==> config.mk <==
export PLATFORM = sky130hd
export DESIGN_NAME = ltqf_front
export DESIGN_NICKNAME = d
export VERILOG_FILES = /design/src/rtl/ltqf_pkg.sv /design/src/rtl/ltqf_front.sv
export SDC_FILE = /design/constraint.sdc
export NUM_CORES = 2
export LEC_CHECK = 0
export BUFFER_PORTS_ARGS = -buffer_cell sky130_fd_sc_hd__buf_2
export CAP_MARGIN = 40
export CORE_AREA = 2 2 359 361
export DETAILED_ROUTE_END_ITERATION = 8
export DIE_AREA = 0 0 361 363
export GPL_ROUTABILITY_DRIVEN = 0
export GPL_TIMING_DRIVEN = 0
export PLACE_DENSITY = 0.72
export REMOVE_ABC_BUFFERS = 1
export SLEW_MARGIN = 10
export SYNTH_ARGS = -nofsm -noshare
export SYNTH_HDL_FRONTEND = slang
export SYNTH_SLANG_ARGS = --single-unit
==> constraint.sdc <==
create_clock -name i_clk -period 8.9 [get_ports i_clk]
set_clock_uncertainty 0.1 [all_clocks]
set_input_delay 0.445 -clock i_clk [delete_from_list [all_inputs] [get_ports i_clk]]
set_output_delay 0.445 -clock i_clk [all_outputs]
set_load 0.01 [all_outputs]
==> src/rtl/ltqf_pkg.sv <==
// ---------------------------------------------------------------------------
// ltqf_pkg
// Shared types and constants of the largest tag quad feature block.
// ---------------------------------------------------------------------------
package ltqf_pkg;

    localparam int MAX_OBJECTS = 24;
    localparam int CNT_W       = 5;
    localparam int COORD_W     = 11;
    localparam int AREA_W      = 24;
    localparam int CORDIC_STEPS = 20;
    localparam int ANG_W       = 26;
    localparam int CX_W        = 36;

    localparam logic [1:0] KIND_EMPTY = 2'd0;
    localparam logic [1:0] KIND_TAG   = 2'd2;

    localparam logic [15:0] FOCAL_RESET  = 16'd3397;
    localparam logic [11:0] CENTER_RESET = 12'd640;
    localparam logic        REG_FOCAL    = 1'b0;
    localparam logic        REG_CENTER   = 1'b1;

    typedef logic signed [COORD_W-1:0] t_coord;

    // frame summary handed from front to back
    typedef struct packed {
        logic [CNT_W-1:0] count;
        logic             found;
        logic [7:0]       id;
        t_coord [7:0]     corners;
    } t_frame;

    function automatic logic [ANG_W-1:0] atan_lut(input logic [4:0] i);
        logic [ANG_W-1:0] v;
        case (i)
            5'd0:  v = 26'd2949120;
            5'd1:  v = 26'd1740967;
            5'd2:  v = 26'd919879;
            5'd3:  v = 26'd466945;
            5'd4:  v = 26'd234379;
            5'd5:  v = 26'd117304;
            5'd6:  v = 26'd58666;
            5'd7:  v = 26'd29335;
            5'd8:  v = 26'd14668;
            5'd9:  v = 26'd7334;
            5'd10: v = 26'd3667;
            5'd11: v = 26'd1833;
            5'd12: v = 26'd917;
            5'd13: v = 26'd458;
            5'd14: v = 26'd229;
            5'd15: v = 26'd115;
            5'd16: v = 26'd57;
            5'd17: v = 26'd29;
            5'd18: v = 26'd14;
            5'd19: v = 26'd7;
            default: v = '0;
        endcase
        return v;
    endfunction

endpackage

==> src/rtl/ltqf_front.sv <==
// ---------------------------------------------------------------------------
// ltqf_front
// Counts non-empty items, computes tag area, keeps the largest tag, emits frame summary.
// ---------------------------------------------------------------------------
module ltqf_front (
    input  logic                  i_clk,
    input  logic                  i_rst_n,
    input  logic                  i_valid,
    output logic                  o_stall,
    input  ltqf_pkg::t_coord [7:0] i_c,
    input  logic [1:0]            i_kind,
    input  logic [7:0]            i_tag_id,
    input  logic                  i_last,
    output logic                  o_fvalid,
    input  logic                  i_fstall,
    output ltqf_pkg::t_frame      o_frame
);
    // stage A: registered item, stage B: area compare
    logic                    r_av;
    ltqf_pkg::t_coord [7:0]  r_ac;
    logic [1:0]              r_akind;
    logic [7:0]              r_aid;
    logic                    r_alast;
    logic signed [23:0]      r_p [4];

    logic [ltqf_pkg::CNT_W-1:0]  r_count;
    logic                        r_have;
    logic [ltqf_pkg::AREA_W-1:0] r_best;
    ltqf_pkg::t_coord [7:0]      r_bc;
    logic [7:0]                  r_bid;
    logic                        r_fv;
    ltqf_pkg::t_frame            r_frame;

    logic signed [25:0] w_sum;
    logic [25:0]        w_mag;
    logic [23:0]        w_sat;
    logic               w_take, w_cnt, w_upd;
    logic               w_adv;

    function automatic logic [ltqf_pkg::CNT_W-1:0] CNT_W_ONE(input logic b);
        return {{(ltqf_pkg::CNT_W-1){1'b0}}, b};
    endfunction

    // stall while the summary is waiting or a frame close is in flight
    assign o_stall = r_fv || (r_av && r_alast);
    assign w_adv   = r_av && !(r_alast && r_fv);

    always_comb begin
        w_sum = 26'(r_p[0]) + 26'(r_p[1]) + 26'(r_p[2]) + 26'(r_p[3]);
        w_mag = w_sum[25] ? 26'(-w_sum) : 26'(w_sum);
        w_sat = (w_mag > 26'hFFFFFF) ? 24'hFFFFFF : w_mag[23:0];
        w_cnt = (r_akind != ltqf_pkg::KIND_EMPTY) &&
                (r_count < (ltqf_pkg::CNT_W)'(ltqf_pkg::MAX_OBJECTS));
        w_take = w_cnt && (r_akind == ltqf_pkg::KIND_TAG);
        w_upd  = w_take && (!r_have || w_sat > r_best);
    end

    always_ff @(posedge i_clk) begin
        if (!i_rst_n) begin
            r_av    <= 1'b0;
            r_count <= '0;
            r_have  <= 1'b0;
            r_best  <= '0;
            r_fv    <= 1'b0;
        end else begin
            if (i_valid && !o_stall) begin
                r_av    <= 1'b1;
                r_ac    <= i_c;
                r_akind <= i_kind;
                r_aid   <= i_tag_id;
                r_alast <= i_last;
                for (int k = 0; k < 4; k++) begin
                    r_p[k] <= 24'(i_c[2*k]) * 24'(i_c[2*((k+1)%4)+1])
                            - 24'(i_c[2*k+1]) * 24'(i_c[2*((k+1)%4)]);
                end
            end else if (w_adv) begin
                r_av <= 1'b0;
            end
            if (w_adv) begin
                if (r_alast) begin
                    r_fv          <= 1'b1;
                    r_frame.count <= r_count + CNT_W_ONE(w_cnt);
                    r_frame.found <= r_have || w_take;
                    r_frame.id    <= w_upd ? r_aid : r_bid;
                    r_frame.corners <= w_upd ? r_ac : r_bc;
                    r_count <= '0;
                    r_have  <= 1'b0;
                    r_best  <= '0;
                end else begin
                    if (w_cnt) r_count <= r_count + 1'b1;
                    if (w_upd) begin
                        r_have <= 1'b1;
                        r_best <= w_sat;
                    end
                end
                if (w_upd) begin
                    r_bc  <= r_ac;
                    r_bid <= r_aid;
                end
            end
            if (r_fv && !i_fstall) r_fv <= 1'b0;
        end
    end

    assign o_fvalid = r_fv;
    assign o_frame  = r_frame;
endmodule

======== After elaboration in Yosys (flattened, before gate mapping) ========
Memory sizes are Yosys's and may differ from the RTL's.
Index checks and enable logic that the tools add are counted.
word-level totals
  word-level logic and storage cells ...... 101
  memories ................................ 1
  memory bits (writable) .................. 96
  register bits ........................... 329
  output and inout port bits .............. 104
  input bits .............................. 103
memories
  name  words  width  read ports  clocked after memory_dff  write ports  line              text
  r_p   4      24     4           0                         4            ltqf_front.sv:24  logic signed [23:0] r_p [4];
operators by class
  reduce and logical (&&, ||, !) cells .... 26
  multiplexer cells ....................... 15
  magnitude comparators ................... 3
  bitwise gates (word level) .............. 1
  equal/unequal tests ..................... 1
  add/subtract/negate cells ............... 10
  multiply operators ...................... 8
operators by type and width
  cell                                                                    number
  11-bit by 11-bit multiplier with 22-bit output                          8
  22-bit by 22-bit subtractor with 23-bit output                          4
  88-bit 2-to-1 mux                                                       1
  24-bit 2-to-1 mux                                                       3
  25-bit by 24-bit adder with 26-bit output                               1
  26-bit by 24-bit adder with 26-bit output                               1
  26-bit by 24-bit > comparator with 1-bit output, second input constant  1
  26-bit 2-to-1 mux                                                       1
  26-bit negation                                                         1
  24-bit by 24-bit adder with 25-bit output                               1
  24-bit > comparator                                                     1
  5-bit 2-to-1 mux                                                        2
  2-bit AND reduction                                                     5
  1-bit logical AND                                                       8
  8-bit 2-to-1 mux                                                        1
  2-bit nonzero test                                                      4
  1-bit 2-to-1 mux                                                        7
  5-bit by 1-bit adder with 5-bit output                                  1
  5-bit by 1-bit adder with 5-bit output, second input constant           1
  5-bit < comparator, second input constant                               1
  1-bit zero test                                                         4
  1-bit logical OR                                                        3
  3-bit AND reduction                                                     1
  2-bit equality test, second input constant                              1
  other kinds (2)                                                         2

======== Longest topological paths before layout ========
  depth after elaboration ................. 12
  depth in mapped cells ................... 33
  depth with buffers taken out ............ 30

======== Least setup slack after synthesis ========
No wires, ideal clock.
  kind .................................... reg2reg
  start point ............................. mem r_p[2][2]
  end point ............................... reg r_frame, in the netlist o_frame[67] (data pin)
  arrival ................................. 6947 ps
  stages on the path, launching flop included .. 30
  path slack .............................. 1591 ps
  data required time ...................... 8538 ps
  library setup time ...................... 262 ps
  cells stage by stage .................... edfxtp_1 -> inv_1 -> fa_1 -> fa_1 -> inv_1 -> ha_1 -> a211o_1 -> a2111o_1 -> a31oi_4 -> o32ai_2 -> a2111oi_4 -> and2_1 -> or4b_4 -> nor4_2 -> a31oi_1 -> buf_6 -> nor3b_2 -> inv_1 -> ha_1 -> a21o_1 -> a21o_1 -> a21o_1 -> a21o_1 -> a21o_1 -> a21o_1 -> a211oi_1 -> a21oi_1 -> clkbuf_1 -> buf_1 -> mux2_2
RTL lines
  item                line              text
  start: declaration  ltqf_front.sv:24
  end: declaration    ltqf_front.sv:32  ltqf_pkg::t_frame r_frame;

==> impl_metrics.py <==
metrics = {
    "run_status": {
        "status": "finished clean",
    },
    "floorplanning": {
        "io_pins": 207,
        "core_area_um2": 127000,
        "die_h_um": 363,
        "die-area_um2": 131000,
        "start_util_pct": 44.7,
        "die_x_um": 361,
        "core.rowCount": 131,
    },
    "logic_synthesis": {
        "synthDistinctLibCells": 63,
        "synth_edf_count": 389,
        "synthArstFlopShare_pct": 0,
        "synth.avg_cell_area_um2": 10.9,
        "synth_cells": 5199,
        "synth_area_leader_cell": "fa_1",
        "ys_seq_area_share_pct": 21.7,
        "netlist_area_um2": 56700,
        "ys_warn_count": 0,
        "synth.ff_latch_count": 421,
        "synth_top_area_share_pct": 40.5,
        "synth.top_cells.by_count": "inv_1, fa_1, and2_1",
        "synth.most_common_cell": "inv_1",
        "netlist_top_cells_area": "fa_1, edfxtp_1, ha_1, inv_1, and2_1",
        "synth-main-ff-cell": "edfxtp_1",
    },
    "global_routing": {
        "grtUsageTotal_pct": 21.8,
        "antenna_found_initial": 6,
        "grt_pass1_vias": 40184,
        "grt_pass1_wl_um": 222000,
        "grt_overflow_total": 0,
        "grt_max_degree": 53,
    },
    "drt": {
        "route.vias.total": 36329,
        "drc": 0,
        "drt_iter0_drc": 2481,
        "drt-pass1-iter-count": 5,
        "routed_wl_um": 137000,
        "final_antenna_net_count": 0,
        "via_per_inst": 5.19,
        "wl_per_cell_um": 19.6,
    },
    "timing": {
        "post-route-min-period_ns": 8.48,
        "worst_pin_slew_ns": 1.14,
        "setup_violations": 0,
        "fmaxAchievable_mhz": 118,
        "slew_violations": 0,
        "final-hold-violation-count": 0,
        "slew_headroom_pct": 23.3,
        "finalCritPeriodShare_pct": 95.3,
        "rsz0062_at_grt": "false",
    },
    "cts": {
        "cts_max_level": 2,
        "cts_root_buf": "clkbuf_16",
        "cts_buffers": 48,
        "clock_path_buffers": 3,
        "cts_tree": "yes",
        "clkLatencyLatePin_ns": 0.64,
        "cts.sinks": 421,
        "path_clk_slew_ns": 0.06,
    },
    "layout": {
        "regArea_um2": 12300,
        "multi_input_area_um2": 39300,
        "finalNonFillerCells": 7002,
        "layout-drive-gt1-share_pct": 8.51,
        "nFillCells": 11282,
        "layout.nets": 6933,
        "synthToLayoutAreaGrowth_pct": 8.33,
        "fin_area_um2": 61500,
    },
    "critical_path": {
        "rr_worst_depth": 29,
        "cp_max_fo": 23,
        "worstPathArrival_ns": 8.76,
        "cp_slowest_cell": "a311oi_1",
        "cp.required_ns": 9.18,
        "startpoint": "r_p[2][2]$_DFFE_PP_",
        "startpoint_type": "flop",
        "criticalPathCategory": "reg -> reg",
        "cp_common_cell": "a21o_1",
        "r2r-start": "r_p[2][2]$_DFFE_PP_",
        "endpoint_kind": "flop",
        "r2r_slack_ns": 0.42,
        "r2r_end": "o_frame[42]$_DFFE_PP_",
        "slowest_delay_ns": 0.93,
        "endpoint": "o_frame[42]$_DFFE_PP_",
    },
    "min_path": {
        "hold_path.class": "in -> reg",
        "hp-start": "i_rst_n",
    },
    "placement": {
        "io_buffers": 206,
        "dpl_cell_area_um2": 59600,
        "hpwlAfterDp_um": 104000,
        "place_inst": 6888,
    },
    "job": {
        "cap_violations": 0,
    },
}
==> registers in the layout (all words and copies together) (netlist names), 2 cells and up <==
| register | cells |
|---|---|
| r_aid | 8 |
| r_best | 24 |
| r_p | 92 |
| r_count | 5 |
| r_ac | 88 |
| r_bc | 88 |
| r_akind | 2 |
| r_bid | 8 |
| o_frame | 102 |
==> routing by layer <==
metal / global-route usage [%] / routed length, um / vias to the layer above / part of all wire (%)
li1: - / - / 15956 / -
met1: 28.7 / 55300 / 18970 / 40
met2: 35.9 / 65900 / 1171 / 48
met3: 2.50 / 8060 / 228 / 5.9
met4: 10.6 / 7770 / 4 / 5.7
met5: 0 / 24 / - / 0.018
==> critical path: cells and delay by family, from the launching register on <==
family / cells / cell delay, ns
compound gates: 14 / 4.41
fa+ha+maj: 4 / 1.52
buf+inv: 7 / 0.94
flops: 1 / 0.39
mux: 1 / 0.30
simple gates: 3 / 0.51
==> worst min-delay path by stage <==
stage	to	depth (start not counted)	slack, ns
2_1_floorplan	r_best[11]$_SDFFE_PN0P_	2	0.33
3_3_place_gp	r_best[13]$_SDFFE_PN0P_	2	0.34
3_5_place_dp	r_best[14]$_SDFFE_PN0P_	2	0.34
4_1_cts	r_count[2]$_SDFFE_PN0P_	3	0.14
5_1_grt	r_count[3]$_SDFFE_PN0P_	3	0.18
6_report	r_count[3]$_SDFFE_PN0P_	3	0.16
==> layout by cell type, fill, tap and decap left out, types with 12 or more instances in the layout <==
cell type	synthesis	routed
inv_1	1191	1191
fa_1	1147	1147
and2_1	523	523
nand2_1	448	448
edfxtp_1	389	389
ha_1	385	385
buf_2	2	207
xnor2_1	143	143
mux2_2	97	97
nor2_1	86	85
a21oi_1	77	75
nor2b_1	51	51
o21ai_0	53	50
clkbuf_16	0	48
a21o_1	42	42
nand2b_1	41	41
xor2_1	39	39
nand3_1	33	33
dfxtp_1	32	32
nor3_1	29	29
o21ai_1	20	22
nor3b_2	18	18
o21a_1	15	15
dlygate4sd3_1	0	13
o21bai_1	12	12
a211oi_1	13	12
==> logic make-up (layout without fill, tap and decap cells) <==
family / count (synthesis) / count (layout) / synth area share (%)
other: 0 / 2 / 0
DFF: 421 / 421 / 21.7
buffers and inverters: 1391 / 1528 / 9.23
and+or+nand+nor: 1270 / 1270 / 11.8
muxes: 100 / 100 / 1.98
AOI/OAI and AO/OA: 303 / 305 / 3.53
xor gates and xnor gates: 182 / 182 / 2.81
adders and majority gates: 1532 / 1532 / 49.0
==> layout make-up <==
type | count | share of cell area [%]
inverter | 1191 | 7.27
timing repair buffer | 247 | 2.68
clock buffer | 57 | 2.03
tap | 1662 | 3.38
multi-input combinational | 3389 | 63.9
clock inverter | 33 | 0.649
sequential | 421 | 20.0
antenna | 2 | 0.00814
==> per-stage QoR <==
| stage | hold WS (ns) | TNS (ns) | setup slack (ns) | utilization, % |
|---|---|---|---|---|
| finish | 0.156 | 0 | 0.420 | 48.4 |
| detailed placement | 0.340 | 0 | 0.214 | 46.9 |
| CTS | 0.144 | 0 | 0.192 | 48.3 |
| global placement | 0.335 | -1910.52 | -8.87 | 46.5 |
| global route | 0.175 | 0 | 0.0629 | 48.4 |
| floorplan | 0.325 | -589.74 | -3.06 | - |
==> repair_timing <==
action	in CTS	in global routing
setup buffers	0	6
hold buffers	13	0
endpoints found under the setup margin	0	126
gates resized for setup	0	8
hold endpoints to repair	13	0
Power is not shown: default switching activity piles up to over one toggle a cycle in this logic, so the estimate is an artifact.
