**src/rtl/ltqf_pkg.sv**
```systemverilog
// ---------------------------------------------------------------------------
// ltqf_pkg
// Shared types and constants of the largest tag quad feature block.
// ---------------------------------------------------------------------------
package ltqf_pkg;

    localparam int MAX_OBJECTS = 24;
    localparam int CNT_W       = 5;
    localparam int COORD_W     = 11;
    localparam int AREA_W      = 24;
    localparam int CORDIC_STEPS = 20;
    localparam int ANG_W       = 26;
    localparam int CX_W        = 36;

    localparam logic [1:0] KIND_EMPTY = 2'd0;
    localparam logic [1:0] KIND_TAG   = 2'd2;

    localparam logic [15:0] FOCAL_RESET  = 16'd3397;
    localparam logic [11:0] CENTER_RESET = 12'd640;
    localparam logic        REG_FOCAL    = 1'b0;
    localparam logic        REG_CENTER   = 1'b1;

    typedef logic signed [COORD_W-1:0] t_coord;

    // frame summary handed from front to back
    typedef struct packed {
        logic [CNT_W-1:0] count;
        logic             found;
        logic [7:0]       id;
        t_coord [7:0]     corners;
    } t_frame;

    function automatic logic [ANG_W-1:0] atan_lut(input logic [4:0] i);
        logic [ANG_W-1:0] v;
        case (i)
            5'd0:  v = 26'd2949120;
            5'd1:  v = 26'd1740967;
            5'd2:  v = 26'd919879;
            5'd3:  v = 26'd466945;
            5'd4:  v = 26'd234379;
            5'd5:  v = 26'd117304;
            5'd6:  v = 26'd58666;
            5'd7:  v = 26'd29335;
            5'd8:  v = 26'd14668;
            5'd9:  v = 26'd7334;
            5'd10: v = 26'd3667;
            5'd11: v = 26'd1833;
            5'd12: v = 26'd917;
            5'd13: v = 26'd458;
            5'd14: v = 26'd229;
            5'd15: v = 26'd115;
            5'd16: v = 26'd57;
            5'd17: v = 26'd29;
            5'd18: v = 26'd14;
            5'd19: v = 26'd7;
            default: v = '0;
        endcase
        return v;
    endfunction

endpackage

```
**src/rtl/ltqf_back.sv**
```systemverilog
// ---------------------------------------------------------------------------
// ltqf_back
// Computes centroid, mean edge length and bearing for a frame summary.
// ---------------------------------------------------------------------------
module ltqf_back (
    input  logic             i_clk,
    input  logic             i_rst_n,
    input  logic             i_fvalid,
    output logic             o_fstall,
    input  ltqf_pkg::t_frame i_frame,
    input  logic [15:0]      i_focal,
    input  logic [11:0]      i_center,
    output logic             o_valid,
    input  logic             i_stall,
    output logic [4:0]       o_object_count,
    output logic             o_found,
    output logic signed [8:0]  o_best_id,
    output logic signed [12:0] o_centroid_x,
    output logic signed [12:0] o_centroid_y,
    output logic [15:0]      o_mean_edge,
    output logic signed [15:0] o_bearing
);
    localparam logic [2:0] ST_IDLE = 3'd0;
    localparam logic [2:0] ST_EDGE = 3'd1;
    localparam logic [2:0] ST_SQRT = 3'd2;
    localparam logic [2:0] ST_CORD = 3'd3;
    localparam logic [2:0] ST_OUT  = 3'd4;

    logic [2:0]  r_st;
    ltqf_pkg::t_frame r_f;
    logic [1:0]  r_edge;
    logic [4:0]  r_step;
    logic [35:0] r_rem;
    logic [17:0] r_root;
    logic [19:0] r_esum;
    logic signed [12:0] r_sx, r_sy;
    logic signed [13:0] r_dq;
    logic signed [ltqf_pkg::CX_W-1:0] r_x, r_y;
    logic signed [ltqf_pkg::ANG_W:0]  r_z;
    logic        r_cinit;
    // radicand bits fed two per step, MSB first
    logic [35:0] r_rad;

    logic signed [12:0] w_dx, w_dy;
    logic [23:0]        w_d2;
    logic [37:0]        w_trial;
    logic [35:0]        w_rem_sh;
    logic [13:0]        w_mag;
    logic signed [ltqf_pkg::ANG_W+1:0] w_ang;
    logic [17:0]        w_ar;

    function automatic ltqf_pkg::t_coord i_pick(input logic [1:0] k, input logic y);
        return r_f.corners[{k, y}];
    endfunction

    function automatic logic [21:0] r_focal_ext(input logic [15:0] f);
        return {6'd0, f};
    endfunction

    always_comb begin
        w_dx = 13'(i_pick(r_edge + 2'd1, 1'b0)) - 13'(i_pick(r_edge, 1'b0));
        w_dy = 13'(i_pick(r_edge + 2'd1, 1'b1)) - 13'(i_pick(r_edge, 1'b1));
        w_d2 = 24'(26'(w_dx * w_dx) + 26'(w_dy * w_dy));
        // restoring square root of d2<<12, two bits per step
        w_rem_sh = {r_rem[33:0], r_rad[35:34]};
        w_trial  = {2'b00, w_rem_sh} - {18'd0, r_root, 2'b01};
        w_mag = r_dq[13] ? 14'(-r_dq) : 14'(r_dq);
        w_ang = r_z[ltqf_pkg::ANG_W] ? '0 : (28'(r_z) + 28'd128);
        w_ar  = (w_ang[ltqf_pkg::ANG_W+1:8] > 20'd23040) ? 18'd23040 : 18'(w_ang >>> 8);
    end

    assign o_fstall = (r_st != ST_IDLE);

    always_ff @(posedge i_clk) begin
        if (!i_rst_n) begin
            r_st    <= ST_IDLE;
            o_valid <= 1'b0;
        end else begin
            case (r_st)
                ST_IDLE: begin
                    if (i_fvalid) begin
                        r_f    <= i_frame;
                        r_edge <= '0;
                        r_esum <= '0;
                        r_sx <= 13'(i_frame.corners[0]) + 13'(i_frame.corners[2])
                              + 13'(i_frame.corners[4]) + 13'(i_frame.corners[6]);
                        r_sy <= 13'(i_frame.corners[1]) + 13'(i_frame.corners[3])
                              + 13'(i_frame.corners[5]) + 13'(i_frame.corners[7]);
                        r_st <= i_frame.found ? ST_EDGE : ST_OUT;
                    end
                end
                ST_EDGE: begin
                    r_rad  <= {w_d2, 12'd0};
                    r_rem  <= '0;
                    r_root <= '0;
                    r_step <= '0;
                    r_st   <= ST_SQRT;
                end
                ST_SQRT: begin
                    if (w_trial[37]) begin
                        r_rem  <= w_rem_sh;
                        r_root <= {r_root[16:0], 1'b0};
                    end else begin
                        r_rem  <= w_trial[35:0];
                        r_root <= {r_root[16:0], 1'b1};
                    end
                    r_rad  <= {r_rad[33:0], 2'b00};
                    r_step <= r_step + 5'd1;
                    if (r_step == 5'd17) begin
                        r_st <= (r_edge == 2'd3) ? ST_CORD : ST_EDGE;
                        r_edge <= r_edge + 2'd1;
                        r_dq <= 14'(r_sx) - 14'(i_center);
                        r_step <= '0;
                    end
                end
                default: ;
            endcase
            case (r_st)
                ST_CORD: begin
                    if (r_step == 5'd0 && !r_cinit) begin
                        r_x <= (ltqf_pkg::CX_W)'({r_focal_ext(i_focal), 14'd0});
                        r_y <= (ltqf_pkg::CX_W)'({w_mag, 16'd0});
                        r_z <= '0;
                        r_cinit <= 1'b1;
                    end else begin
                        if (r_y > 0) begin
                            r_x <= r_x + (r_y >>> r_step);
                            r_y <= r_y - (r_x >>> r_step);
                            r_z <= r_z + (ltqf_pkg::ANG_W+1)'(ltqf_pkg::atan_lut(r_step));
                        end else if (r_y < 0) begin
                            r_x <= r_x - (r_y >>> r_step);
                            r_y <= r_y + (r_x >>> r_step);
                            r_z <= r_z - (ltqf_pkg::ANG_W+1)'(ltqf_pkg::atan_lut(r_step));
                        end
                        r_step <= r_step + 5'd1;
                        if (r_step == 5'd19) r_st <= ST_OUT;
                    end
                end
                ST_OUT: begin
                    if (!o_valid || !i_stall) begin
                        o_object_count <= r_f.count;
                        o_found        <= r_f.found;
                        o_best_id      <= r_f.found ? {1'b0, r_f.id} : 9'h1FF;
                        o_centroid_x   <= r_f.found ? r_sx : '0;
                        o_centroid_y   <= r_f.found ? r_sy : '0;
                        o_mean_edge    <= r_f.found ? 16'((r_esum + 20'd8) >> 4) : '0;
                        o_bearing      <= !r_f.found ? '0 :
                                          (r_dq[13] ? -16'(w_ar) : 16'(w_ar));
                        r_st <= ST_IDLE;
                    end
                end
                default: ;
            endcase
            if (r_st == ST_OUT && (!o_valid || !i_stall)) o_valid <= 1'b1;
            else if (!i_stall) o_valid <= 1'b0;
            if (r_st == ST_SQRT && r_step == 5'd17)
                r_esum <= r_esum + 20'(w_trial[37] ? {r_root[16:0], 1'b0}
                                                   : {r_root[16:0], 1'b1});
            if (r_st != ST_CORD) r_cinit <= 1'b0;
        end
    end
endmodule

```
**config.mk**
```make
export PLATFORM = sky130hd
export DESIGN_NAME = ltqf_back
export DESIGN_NICKNAME = d
export VERILOG_FILES = /design/src/rtl/ltqf_pkg.sv /design/src/rtl/ltqf_back.sv
export SDC_FILE = /design/constraint.sdc
export NUM_CORES = 2
export LEC_CHECK = 0
export BUFFER_PORTS_ARGS = -buffer_cell sky130_fd_sc_hd__buf_2
export CORE_MARGIN = 5
export CORE_UTILIZATION = 35
export CTS_CLUSTER_SIZE = 40
export DETAILED_ROUTE_END_ITERATION = 8
export HOLD_SLACK_MARGIN = 0.08
export PLACE_DENSITY = 0.53
export SLEW_MARGIN = 10
export SYNTH_ARGS = -nofsm -noshare
export SYNTH_HDL_FRONTEND = slang
export SYNTH_SLANG_ARGS = --single-unit
export TNS_END_PERCENT = 10
```
**constraint.sdc**
```tcl
create_clock -name i_clk -period 13.9 [get_ports i_clk]
set_input_delay 2.78 -clock i_clk [delete_from_list [all_inputs] [get_ports i_clk]]
set_output_delay 2.78 -clock i_clk [all_outputs]
set_load 0.01 [all_outputs]
```
Yosys cells after proc, flatten, opt, wreduce, memory -nomap -nowiden

Memories as Yosys holds them, arrays and structs flattened. A register that Yosys moved wholly into a read port is not among the register bits.
Index checks and enable logic that the tools add are counted.

Flip-flop bits (word level): 434
ROM bits: 1408
Bits of input ports: 134
Output and inout bits: 75
Word-level logic and storage cells: 170
Memories: 2

Add/subtract/negate cells: 24
Multiply operators: 2
Magnitude comparators: 7
Equality and inequality tests: 11
Shift operators: 2
Multiplexer cells: 61
Reductions and logical operators: 25

Memory list:

| name            | words | bits a word | rd ports | clocked after memory_dff | write ports | line           | text |
|---|---|---|---|---|---|---|---|
| (no name shown) | 32    | 22          | 1        | 1                        | 0           | ltqf_pkg.sv:35 | `case (i)` |
| (no name shown) | 32    | 22          | 1        | 1                        | 0           | ltqf_pkg.sv:35 |  |

Operators with widths:

| operator                                                                         | count |
|---|---|
| 26-bit 2-to-1 mux                                                                | 9 |
| 36-bit 2-to-1 mux                                                                | 4 |
| 11-bit binary-select mux with 2-bit select                                       | 4 |
| 36-bit adder                                                                     | 2 |
| 36-bit case mux with 2 select lines                                              | 1 |
| 36-bit by 5-bit >>> shifter with 36-bit output                                   | 2 |
| 36-bit subtractor                                                                | 2 |
| 34-bit case mux with 2 select lines                                              | 1 |
| 20-bit 2-to-1 mux                                                                | 3 |
| 30-bit 2-to-1 mux                                                                | 2 |
| 27-bit 2-to-1 mux                                                                | 2 |
| 12-bit by 12-bit multiplier with 24-bit output                                   | 2 |
| 11-bit 2-to-1 mux                                                                | 4 |
| 36-bit by 20-bit subtractor with 37-bit output                                   | 1 |
| 36-bit by 1-bit greater-than comparator with 1-bit output, second input constant | 1 |
| 36-bit by 1-bit < comparator with 1-bit output, second input constant            | 1 |
| 18-bit case mux with 2 select lines                                              | 1 |
| 34-bit 2-to-1 mux                                                                | 1 |
| 16-bit 2-to-1 mux                                                                | 2 |
| 27-bit by 9-bit adder with 28-bit output, second input constant                  | 1 |
| 28-bit 2-to-1 mux                                                                | 1 |
| 27-bit by 26-bit adder with 27-bit output                                        | 1 |
| 27-bit by 26-bit subtractor with 27-bit output                                   | 1 |
| 12-bit by 11-bit adder with 13-bit output                                        | 2 |
| 41 further kinds                                                                 | 81 |

Longest topological paths before layout

Depth after elaboration: 9
Depth in mapped cells: 42
Mapped depth without buffers: 41

Worst setup path after synthesis

No wires, ideal clock.

Path type: flip-flop to flip-flop
Start: register r_edge[0]
End: register r_rad[35], data pin
Arrival: 10.363 ns
Setup slack: 3.270 ns
Stages on the path, launching flop included: 38
Path buffers: 4
Clock period less this slack: 10.630 ns
Cell sequence: edfxtp_1 -> clkbuf_1 -> clkbuf_1 -> clkbuf_1 -> mux4_2 -> inv_1 -> ha_1 -> nor2b_1 -> o21ai_0 -> a21boi_0 -> o21ai_0 -> a21boi_0 -> o21ai_0 -> a21boi_0 -> o21a_1 -> o21a_1 -> o22ai_1 -> inv_1 -> (+2 left out) -> fa_1 -> fa_1 -> inv_1 -> fa_1 -> inv_1 -> fa_1 -> fa_1 -> fa_1 -> inv_1 -> fa_1 -> inv_1 -> ha_1 -> nand3_1 -> o2111ai_1 -> a2111o_1 -> a31oi_1 -> xnor2_1 -> o21ai_0

Cells in the longest elaborated chain, start to end: 7

Ends and longest elaborated chain:

| item                                                                     | line                             | text |
|---|---|---|
| from (decl)                                                              | ltqf_back.sv:31                  | `logic [1:0] r_edge;` |
| from (signal assigned)                                                   | ltqf_back.sv:111                 | `r_edge <= r_edge + 2'd1;` |
| 2-bit by 1-bit adder with 2-bit output                                   | ltqf_back.sv:61, ltqf_back.sv:62 |  |
| 11-bit binary-select mux with 2-bit select                               | ltqf_back.sv:53                  | `return r_f.corners[{k, y}];` |
| 11-bit 2-to-1 mux (implied by the code)                                  | ltqf_back.sv:53                  |  |
| 11-bit by 11-bit subtractor with 12-bit output, on equally long branches | ltqf_back.sv:61, ltqf_back.sv:62 |  |
| 12-bit by 12-bit multiplier with 24-bit output                           | ltqf_back.sv:63                  | `w_d2 = 24'(26'(w_dx * w_dx) + 26'(w_dy * w_dy));` |
| 24-bit adder *                                                           | ltqf_back.sv:63                  |  |
| 36-bit case mux with 2 select lines *                                    | ltqf_back.sv:79                  | `case (r_st)` |
| to (signal assigned)                                                     | ltqf_back.sv:93                  | `r_rad <= {w_d2, 12'd0};` |
| to (signal assigned)                                                     | ltqf_back.sv:107                 | `r_rad <= {r_rad[33:0], 2'b00};` |
| to (decl)                                                                | ltqf_back.sv:42                  | `logic [35:0] r_rad;` |

Mark *: on every way between the ends. The rest lies on a longest branch, timed or not. The select of a mux whose other input is x is not followed.
A chain may end at the register's enable or synchronous reset.

Final worst setup path

Same ends and word-level chain as after synthesis.

==> metrics.cfg <==
[run_status]
status = complete, no violations

[sta]
final.setup.worst_slack_ns = 2.53
finalHoldViolCount = 0
final_max_slew_viol_count = 0
rsz0062_at_grt = false
max_freq_mhz = 88.0
setup_violations = 0
final.setup.tns_ns = 0
relSlewSlack = 0.188
fin_crit_sh = 0.818
period_needed_ns = 11.37
worst_clock_skew_ns = 0.0687
holdWs_ns = 0.419
worstMarginPinSlew_ns = 1.22

[routing]
routed_wl_mm = 122
drt_iter0_markers = 2431
wl_per_cell_um = 19.7
via_count = 32700
drcViolationCount = 0
dr.pass1.iters = 7
ant_nets = 0
viasPerCell = 5.28

[yosys]
syn-instance-count = 4348
yosysWarnings = 0
async_flop_share = 0
avgSynthCellArea_um2 = 10.0
ys.flop_type = edfxtp_1
synth_nets = 5115
synth.distinct_cells = 94
synth-edff-count = 418
ys_seq_area_frac = 0.301
syn_area_um2 = 43500
ys_seq_elements = 444

[clocking]
cts-root-buf = clkbuf_16
post_cts_resized = 0
clock_latency_ns = 0.68
cts-buffers-inserted = 54
postCtsSetupBuffers = 0
cts_tree = done
cts.sinks = 444
path_clk_slew_ns = 0.06
clk_path_buf_depth = 3
htreeDepth = 2
cts_hold_buf = 0

[critical_path]
slowest_stage = fa_1
path_class = flip-flop to flip-flop
r2r_slack_ns = 2.53
worst_ep_required_time_ns = 14.29
path_common_cell = fa_1
endpoint_kind = flip-flop
cp-start-kind = flip-flop
cp_max_fo = 46
worstRegToRegCells = 40
regToRegEndpoint = r_rad[35]
arrival_ns = 11.76
r2r_start = r_edge[0]
slowest_delay_ns = 0.57

[die]
die_h_um = 362
num_rows = 129
core_area_um2 = 124000
die_x_um = 362
start_util = 0.352
design.die.area_um2 = 131000
io_pins = 209

[hold_path]
hold_depth = 0
min-delay-path-class = flip-flop to flip-flop
hold_path_startpoint = r_f[100]
whs_endpoint = o_object_count[3]

[placed_design]
port-buffer-count = 208
gp_congestion = 0.946
dp_slack_ns = 2.39
dp_hpwl_mm = 97.1

[layout]
fin_util = 0.389
fin_nets = 5280
area_growth_pct = 10.5
drive_gt1_frac = 0.119

[global_routing]
grt_max_degree = 76
grt_pass1_vias = 32800
antenna_found_initial = 20
grt_overflow = 0
grt_use_total = 0.184
grt_pass1_wl_mm = 192

[run]
maxCapViolCount = 0

[worst max-delay path by stage]
stage | startpoint | endpoint | slack (ns) | cells past startpoint
after floorplan | r_edge[0] | r_rad[35] | 3.27 | 37
after global placement | r_edge[0] | r_rad[35] | 2.55 | 40
after detailed placement | r_edge[0] | r_rad[35] | 2.39 | 40
after CTS | r_edge[0] | r_rad[35] | 2.39 | 40
after global routing | r_edge[0] | r_rad[35] | 1.54 | 40
final | r_edge[0] | r_rad[35] | 2.53 | 40
[kinds of logic (layout without fill, tap and decap cells)]
family	after synthesis	count (layout)	share of synthesized area
other	0	4	0
AOI/OAI and AO/OA	822	822	0.120
adders and majority gates	633	633	0.239
xor gates and xnor gates	318	318	0.0641
and+or+nand+nor	1263	1263	0.134
DFF	444	444	0.301
buffers and inverters	664	875	0.0588
muxes	204	204	0.0827
[cell usage after synthesis (12+ instances only)]
library cell    n  area [µm²]
inv_1         498        1870
nor2_1        477        1790
edfxtp_1      418       12600
nand2_1       331        1240
fa_1          330        6610
ha_1          303        3790
a21oi_1       246        1230
o21ai_0       187         936
xnor2_1       183        1600
xor2_1        135        1180
mux4_2        120        2700
clkbuf_1      108         405
nor3_1         88         440
nand3_1        66         330
a21o_1         57         428
and2_1         54         338
mux2i_1        54         541
nand2b_1       49         307
a31oi_1        33         206
o31ai_1        33         248
nor2b_1        32         200
o21a_1         31         233
mux2_2         28         315
or3_1          28         175
dfxtp_1        26         521
and3_1         23         144
or2_2          23         144
a211oi_1       22         165
o21bai_1       22         165
a21boi_0       21         158
buf_1          20        75.1
o22ai_1        19         119
nor4_1         17         106
o211ai_1       17         128
or4_1          15         113
nand4_1        13        81.3
buf_2          12        60.1
clkinv_1       12        45.0
[final cells by class]
cell class / instances / area [µm²]
clock inverter: 37 / 284
antenna: 4 / 10.0
multi-input combinational: 3240 / 27900
clock buffer: 65 / 1390
tap: 1637 / 2050
sequential: 444 / 13100
inverter: 516 / 1940
timing repair buffer: 257 / 1410
fill: 12400 / 75600
[routing by layer]
layer	global-route usage	wire (µm)	vias up
li1	-	-	15600
met1	0.257	55800	16100
met2	0.296	55900	856
met3	0.0391	7760	169
met4	0.0369	2710	16
met5	0	102	-
[placed cells by master (no fill, tap or decap), drive strengths merged, types with 22 or more instances in the layout]
cell / n
o31ai: 33
nand3: 66
clkbuf: 65
nand2b: 49
dfxtp: 26
ha: 303
clkinv: 43
xnor2: 183
inv: 506
fa: 330
mux4: 121
nand2: 331
a21oi: 246
a21o: 57
buf: 257
a31oi: 33
nor2b: 32
and3: 23
or3: 28
a211oi: 22
mux2i: 54
and2: 56
nor3: 88
or2: 24
o21ai: 191
nor2: 477
xor2: 135
mux2: 29
o21bai: 22
edfxtp: 418
o21a: 31
[critical path: cells and delay by family, from the launching register on]
| kind | cells | cell delay [ns] |
|---|---|---|
| flip-flops | 1 | 0.32 |
| AND/OR/NAND/NOR | 2 | 0.46 |
| AO/OA/AOI/OAI | 14 | 2.83 |
| XOR/XNOR | 3 | 0.74 |
| multiplexers | 1 | 0.33 |
| buffers and inverters | 9 | 1.70 |
| adder cells (fa/ha/maj) | 11 | 4.76 |
[sequential cells by signal (all words and copies together), names as in the netlist, 3 cells and up, named ones only]
signal	count
r_esum	20
r_rad	24
o_best_id	9
o_centroid_x	13
r_x	36
r_dq	14
r_step	5
r_rem	34
r_root	18
r_sx	13
r_z	27
r_sy	13
o_object_count	5
o_mean_edge	16
o_centroid_y	13
r_f	102
r_y	36
o_bearing	16
r_st	3
[metrics by stage]
stage                     instances  area [µm²]
after floorplan                4348       43500
after global placement         6094       46400
after detailed placement       6094       46400
after CTS                      6196       48100
after global routing           6196       48100
final                          6200       48100
Power is not shown: default switching activity piles up to over one toggle a cycle in this logic, so the estimate is an artifact.
